==> src/sv/zst_pkg.sv <==
// shared types, command and status codes for the zonal statistics table
// no dependencies
package zst_pkg;

    localparam int ZONES_DEF = 1024;

    localparam logic [1:0] CMD_ACC   = 2'd0;
    localparam logic [1:0] CMD_EMIT  = 2'd1;
    localparam logic [1:0] CMD_CLEAR = 2'd2;

    localparam logic [2:0] ST_OK     = 3'd0;
    localparam logic [2:0] ST_NODATA = 3'd1;
    localparam logic [2:0] ST_RANGE  = 3'd2;
    localparam logic [2:0] ST_EMPTY  = 3'd3;
    localparam logic [2:0] ST_SAT    = 3'd4;

    localparam logic [2:0] STAT_SUM   = 3'd0;
    localparam logic [2:0] STAT_MEAN  = 3'd1;
    localparam logic [2:0] STAT_MAX   = 3'd2;
    localparam logic [2:0] STAT_MIN   = 3'd3;
    localparam logic [2:0] STAT_COUNT = 3'd4;

    localparam logic [1:0] KIND_DIRECT = 2'd0;
    localparam logic [1:0] KIND_ACC    = 2'd1;
    localparam logic [1:0] KIND_EMIT   = 2'd2;
    localparam logic [1:0] KIND_CLEAR  = 2'd3;

    localparam logic [1:0] REG_STAT_TYPE    = 2'd0;
    localparam logic [1:0] REG_VALUE_NODATA = 2'd1;
    localparam logic [1:0] REG_ZONE_NODATA  = 2'd2;

    localparam logic [31:0] COUNT_MAX = 32'hFFFF_FFFF;
    localparam logic [63:0] SUM_MAX   = 64'h7FFF_FFFF_FFFF_FFFF;
    localparam logic [63:0] SUM_MIN   = 64'h8000_0000_0000_0000;

    typedef struct packed {
        logic [2:0]  stat_type;
        logic [31:0] value_nodata;
        logic [15:0] zone_nodata;
    } t_cfg;

    typedef struct packed {
        logic [1:0]  kind;
        logic [2:0]  stype;
        logic [2:0]  status;
        logic [31:0] val;
        logic [15:0] zone;
    } t_entry;

    typedef struct packed {
        logic [31:0] count;
        logic [63:0] sum;
        logic [31:0] vmin;
        logic [31:0] vmax;
    } t_zrec;

endpackage

==> src/sv/zst_front.sv <==
// front end: classifies commands and queues them for the back end
// depends on zst_pkg
module zst_front #(
    parameter int ZONES = zst_pkg::ZONES_DEF
) (
    input  logic              i_clk,
    input  logic              i_rst_n,
    input  logic              i_start,
    input  logic [1:0]        i_cmd,
    input  logic [31:0]       i_cell_value,
    input  logic [15:0]       i_zone_id,
    input  zst_pkg::t_cfg     i_cfg,
    input  logic              i_pop,
    output logic              o_busy,
    output logic              o_empty,
    output zst_pkg::t_entry   o_head
);

    zst_pkg::t_entry r_q [2];
    logic            r_wp, r_rp;
    logic [1:0]      r_cnt;
    zst_pkg::t_entry n_ent;
    logic            w_push, w_pop, w_range;

    assign o_busy  = (r_cnt == 2'd2);
    assign o_empty = (r_cnt == 2'd0);
    assign o_head  = r_q[r_rp];
    assign w_push  = i_start && !o_busy;
    assign w_pop   = i_pop && !o_empty;
    assign w_range = ({1'b0, i_zone_id} >= 17'(ZONES));

    always_comb begin
        n_ent.kind   = zst_pkg::KIND_DIRECT;
        n_ent.stype  = i_cfg.stat_type;
        n_ent.status = zst_pkg::ST_OK;
        n_ent.val    = 32'd0;
        n_ent.zone   = i_zone_id;
        case (i_cmd)
            zst_pkg::CMD_ACC: begin
                if (i_cell_value == i_cfg.value_nodata || i_zone_id == i_cfg.zone_nodata) begin
                    n_ent.status = zst_pkg::ST_NODATA;
                end else if (w_range) begin
                    n_ent.status = zst_pkg::ST_RANGE;
                end else begin
                    n_ent.kind = zst_pkg::KIND_ACC;
                    n_ent.val  = i_cell_value;
                end
            end
            zst_pkg::CMD_EMIT: begin
                if (i_zone_id == i_cfg.zone_nodata) begin
                    n_ent.status = zst_pkg::ST_NODATA;
                    n_ent.val    = i_cfg.value_nodata;
                end else if (w_range) begin
                    n_ent.status = zst_pkg::ST_RANGE;
                end else begin
                    n_ent.kind = zst_pkg::KIND_EMIT;
                end
            end
            zst_pkg::CMD_CLEAR: begin
                n_ent.kind = zst_pkg::KIND_CLEAR;
            end
            default: begin
                n_ent.status = zst_pkg::ST_NODATA;
            end
        endcase
    end

    always_ff @(posedge i_clk) begin
        if (w_push) begin
            r_q[r_wp] <= n_ent;
        end
    end

    always_ff @(posedge i_clk) begin
        if (!i_rst_n) begin
            r_wp  <= 1'b0;
            r_rp  <= 1'b0;
            r_cnt <= 2'd0;
        end else begin
            if (w_push) begin
                r_wp <= ~r_wp;
            end
            if (w_pop) begin
                r_rp <= ~r_rp;
            end
            r_cnt <= r_cnt + 2'(w_push) - 2'(w_pop);
        end
    end

endmodule

==> config.mk <==
export PLATFORM = sky130hd
export DESIGN_NAME = zst_front
export DESIGN_NICKNAME = d
export VERILOG_FILES = /design/src/sv/zst_pkg.sv /design/src/sv/zst_front.sv
export SDC_FILE = /design/constraint.sdc
export NUM_CORES = 1
export LEC_CHECK = 0
export BUFFER_PORTS_ARGS = -buffer_cell sky130_fd_sc_hd__buf_2
export CORE_UTILIZATION = 55
export DETAILED_ROUTE_END_ITERATION = 8
export GPL_ROUTABILITY_DRIVEN = 0
export PLACE_DENSITY_LB_ADDON = 0.15
export REMOVE_ABC_BUFFERS = 1
export SKIP_CTS_REPAIR_TIMING = 1
export SLEW_MARGIN = 5
export SYNTH_ARGS = -nofsm -noshare
export SYNTH_HDL_FRONTEND = slang
export SYNTH_SLANG_ARGS = --single-unit
==> constraint.sdc <==
create_clock -name i_clk -period 10.7 [get_ports i_clk]
set_input_delay 2.14 -clock i_clk [delete_from_list [all_inputs] [get_ports i_clk]]
set_output_delay 2.14 -clock i_clk [all_outputs]
set_load 0.01 [all_outputs]
======== Yosys cells after proc, flatten, opt, wreduce, memory -nomap -nowiden ========
Memories as Yosys holds them, arrays and structs flattened. A register that Yosys moved wholly into a read port is not among the register bits.
Cells that the tools add are included.
Widths: inputs -> output; s select.
storage, ports and cells
  RAM bits ................................ 112
  memories ................................ 1
  output and inout port bits .............. 58
  bits of input ports ..................... 105
  register bits after elaboration ......... 4
operators by class
  add/sub/neg operators ................... 2
  reduce and logical (&&, ||, !) cells .... 7
  bitwise operators ....................... 2
  equality and inequality tests ........... 5
  order comparisons ....................... 1
  muxes and demuxes ....................... 17
memory list
  name  words  bits a word  read ports  clocked after memory_dff  wr ports  line             source
  r_q   2      56           1           1                         1         zst_front.sv:19  zst_pkg::t_entry r_q [2];
operators with widths
  kind                  number
  $mux 32               3
  $pmux 32 s2           1
  $eq 32x32->1          1
  $eq 16x16->1          1
  $ge 16x11->1 const B  1
  $mux 2                5
  $pmux 3 s3            1
  $mux 1                6
  $pmux 2 s3            1
  $eq 2x2->1 const B    2
  $logic_not 2->1       2
  $add 2x1->2           1
  $eq 2x1->1 const B    1
  $logic_and 1x1->1     2
  $logic_not 1->1       2
  $not 1->1             2
  $sub 2x1->2           1
  $logic_or 1x1->1      1

======== Logic depth before layout (Yosys ltp) ========
  depth in word-level cells ............... 5
  mapped depth ............................ 8
  depth with buffers taken out ............ 8

======== Worst setup path before layout ========
No wires, ideal clock.
  path kind ............................... input to register
  start ................................... in i_start
  end ..................................... mem r_q[0][0] in the netlist's numbering (enable)
  data required time ...................... 10.231 ns
  arrival time ............................ 4.546 ns
  cell stages on the path ................. 2
  buffers on the path ..................... 0
  setup slack ............................. 5.685 ns
  path through ............................ nand2_1 nor2_1
on the way
  cells in the longest elaborated chain, start to end .. 3
ends and longest elaborated chain
  element                       line             source
  start: declaration            zst_front.sv:8   input logic i_start,
  $logic_and 1x1->1             zst_front.sv:28  assign w_push = i_start && !o_busy;
  $mux 1                        zst_front.sv:69  if (w_push) begin
  $mux 1 (not written as such)  zst_front.sv:70  r_q[r_wp] <= n_ent;
  end: declaration              zst_front.sv:19
Every way passes these cells.

==> results by group <==
Logic synthesis
  – Post-Synth Adder-Cell Area: 0.00479
  – Yosys reg bits: around 120
  – Synthesized area: 0.00523 mm2
  – Ys Warns: 0
  – Ys async rst share: 0
  – Top_reg_cell synth: edfxtp_1
  – Post-synth EDFFs: between 100 and 150
  – Syn Inst Count: about 320
  – Most common cell in the netlist: edfxtp_1
  – Top cells by area, synth: edfxtp_1 (63%), mux2_2 (12%), xnor2_1 (5.9%)
  – Xor/xnor share of the synthesized area: 0.0854
  – Post-synthesis mux area share: 0.118
  – Largest family of logic cells by synthesized area: multiplexers
  – Syn Area/Cell: between 15 and 20 um2
  – Compound-gate portion of the synthesized area: 0.0689
  – Simple-gate share of the synthesized area: 0.0491
  – Area leader, netlist: edfxtp_1
  – Post-synth top cells: edfxtp_1 (110), mux2_2 (55), xnor2_1 (35)
  – Netlist cell types: 32
  – Sequential-to-total area share from yosys stat: 0.651
  – Synth top area share: 0.632

Place
  – Placed Area: ~0.006 mm2
  – Input/output buffers: 161
  – DP Cell Count: 598
  – Worst slack at placement: about 6200 ps
  – Post-DP HPWL: a little over 7 mm

Worst setup path
  – Critical Path End Type: output port
  – Max stage delay on crit path: between 700 and 800 ps
  – Crit-path slowest cell: dfxtp_2
  – Cell Chain, Critical Path: buf_4 -> mux2_2 -> buf_2
  – Critical Path Start Type: flop
  – WS Path Type: flop to output port
  – Crit Path Max Fanout: 30
  – Critical Path AT: about 2300 ps
  – WP data required: 8560 ps

Die
  – Die Area: between 0.009 and 0.01 mm2
  – Rows: 35
  – Top-Level Pins: 163
  – Core Box Area: roughly 0.0092 mm2
  – Initial Utilization: 0.566
  – Die height: ~99 um
  – Die width: 99.5 um

Cells and area
  – Post-Layout Inst Area: ~0.0067 mm2
  – Reg area: ~0.0034 mm2
  – Filler-free cell count of the finished design: 630
  – Area Overhead vs Synth: 28.5%
  – Share of cells above drive strength 1: 0.521
  – Fill count: 616
  – Final #Nets: about 600
  – Diodes inserted: 0
  – Multi-input gate area: about 0.0017 mm2

Outcome
  – Run status: complete, no violations

Route
  – Routed Antenna Nets: 0
  – Detail-routed net length per standard cell: around 17 um
  – First-pass DRT Iterations: 5
  – Routed wire length: 10.4 mm
  – DR DRC count: 0
  – Starting DRC count in detailed routing: 88
  – Vias after detailed routing: 3350
  – Vias per cell: 5.32

Timing
  – Max frequency: between 0.2 and 0.25 GHz
  – Clock Skews: approximately 6 ps
  – Tmin final: 4460 ps
  – Slew Limit Fails: 0
  – TNS Setup: 0 ps
  – RSZ-0062 raised after global routing: no
  – Part of the cycle the worst path needs: 0.417
  – Least-Margin Pin Slew: roughly 880 ps
  – Relative slew slack: 0.410
  – Setup-failing EPs final: 0
  – Final hold violations: 0
  – Worst setup margin: roughly 6200 ps

Power and ir drop
  – Psw: 389 uW
  – Pwr Density: ~220 mW/mm2
  – Max VDD drop: ~0.00011 V
  – Clock power share: 0.374
  – Seq pwr share: 0.404
  – Switch share: 0.265
  – Cell-internal power: about 1.1 mW
  – Combinational share of power: 0.222
  – Pleak: roughly 2.6 nW

Clock network
  – Clock slew at reported path FFs: about 60 ps
  – CTS tree: done
  – Clock sink count: between 100 and 150
  – H-Tree Depth: 4
  – Max clock buf depth: 2
  – CTS Buf Count: 17
  – Clock Root Buffer: clkbuf_8
  – Clk_lat worst skew: approximately 500 ps

Global routing
  – First-pass GRT wire length: 16.1 mm
  – Largest net degree at the start of global routing: 33
  – Initial antenna violation count: 0
  – Via count of the first global-routing pass: about 3400
  – Global route overflow: 0
  – Total GRT Usage: 0.221

Job
  – Max Cap Viol: 0

Min path
  – HP Class: flop to flop
layer usage:
metal / share of wire / GRT usage
met1: 0.41 / 0.255
met2: 0.51 / 0.385
met3: 0.062 / 0.0661
met4: 0.014 / 0.0928
met5: 0 / 0
placed cells by master, fill, tap and decap left out, types with 2 or more instances in the layout:
cell type / netlist / layout
nor4_1: 3 / 3
buf_4: 1 / 4
edfxtp_1: 110 / 110
clkbuf_16: 0 / 16
nor2_1: 4 / 3
mux2_2: 55 / 55
clkinvlp_4: 0 / 5
o21a_1: 2 / 2
bufinv_16: 0 / 3
nor2b_1: 3 / 3
clkinv_2: 0 / 3
xor2_1: 16 / 16
and2_1: 3 / 3
ha_1: 2 / 2
clkinv_4: 0 / 2
nor2_4: 1 / 2
inv_1: 4 / 4
dfxtp_1: 5 / 4
nand4_1: 9 / 9
nor4_4: 2 / 2
a22o_1: 30 / 30
buf_2: 0 / 161
nand2_1: 7 / 7
xnor2_1: 35 / 35
nor4_2: 2 / 2
cells by family after synthesis:
family	count (synthesis)
XOR/XNOR	51
flip-flops	115
AO/OA/AOI/OAI	39
other	1
adder cells (fa/ha/maj)	2
multiplexers	55
buffers and inverters	17
AND/OR/NAND/NOR	37
stage by stage:
stage	util	hold slack (ps)	total power, mW
after global routing	0.727	591	1.52
after detailed placement	0.664	538	0.930
final	0.727	540	1.47
after floorplan	-	504	0.794
after CTS	0.727	551	1.48
after global placement	0.664	519	0.923
power by group through the flow:
stage | clock (mW) | sequential (mW) | combinational (mW)
after floorplan | 0 | 0.605 | 0.190
after global placement | 0 | 0.598 | 0.326
after detailed placement | 0 | 0.602 | 0.328
after CTS | 0.553 | 0.593 | 0.331
after global routing | 0.574 | 0.599 | 0.352
final | 0.548 | 0.592 | 0.325
path summary, 6_finish.rpt:
check	startpoint	end	slack (ps)	depth (start not counted)
hold / removal	r_rp	r_rp	540	2
setup / recovery	flop	o_head[35]	6240	3
hold reg to reg	r_rp	r_rp	540	2
setup reg to reg	r_cnt[0]	r_q[0][47]	8520	4
worst max-delay path, delay by kind of cell, from the launching register on:
kind     cells  cell delay (ps)
flops        1              730
mux          1              400
buf+inv      2              650
flip-flops by register name (all words and copies together) (netlist names), named ones only:
| signal | flops |
|---|---|
| r_cnt | 2 |
| r_rp | 1 |
| r_wp | 1 |
| r_q | 110 |
final cells by class:
type,instances,area share
clock buffers,18,0.0622
clock inverters,14,0.0244
inverters,4,0.00223
multi-input cells,185,0.256
flip-flops and latches,115,0.507
well taps,129,0.0240
repair buffers,165,0.124
No activity file was read; power rests on OpenSTA's default activity.
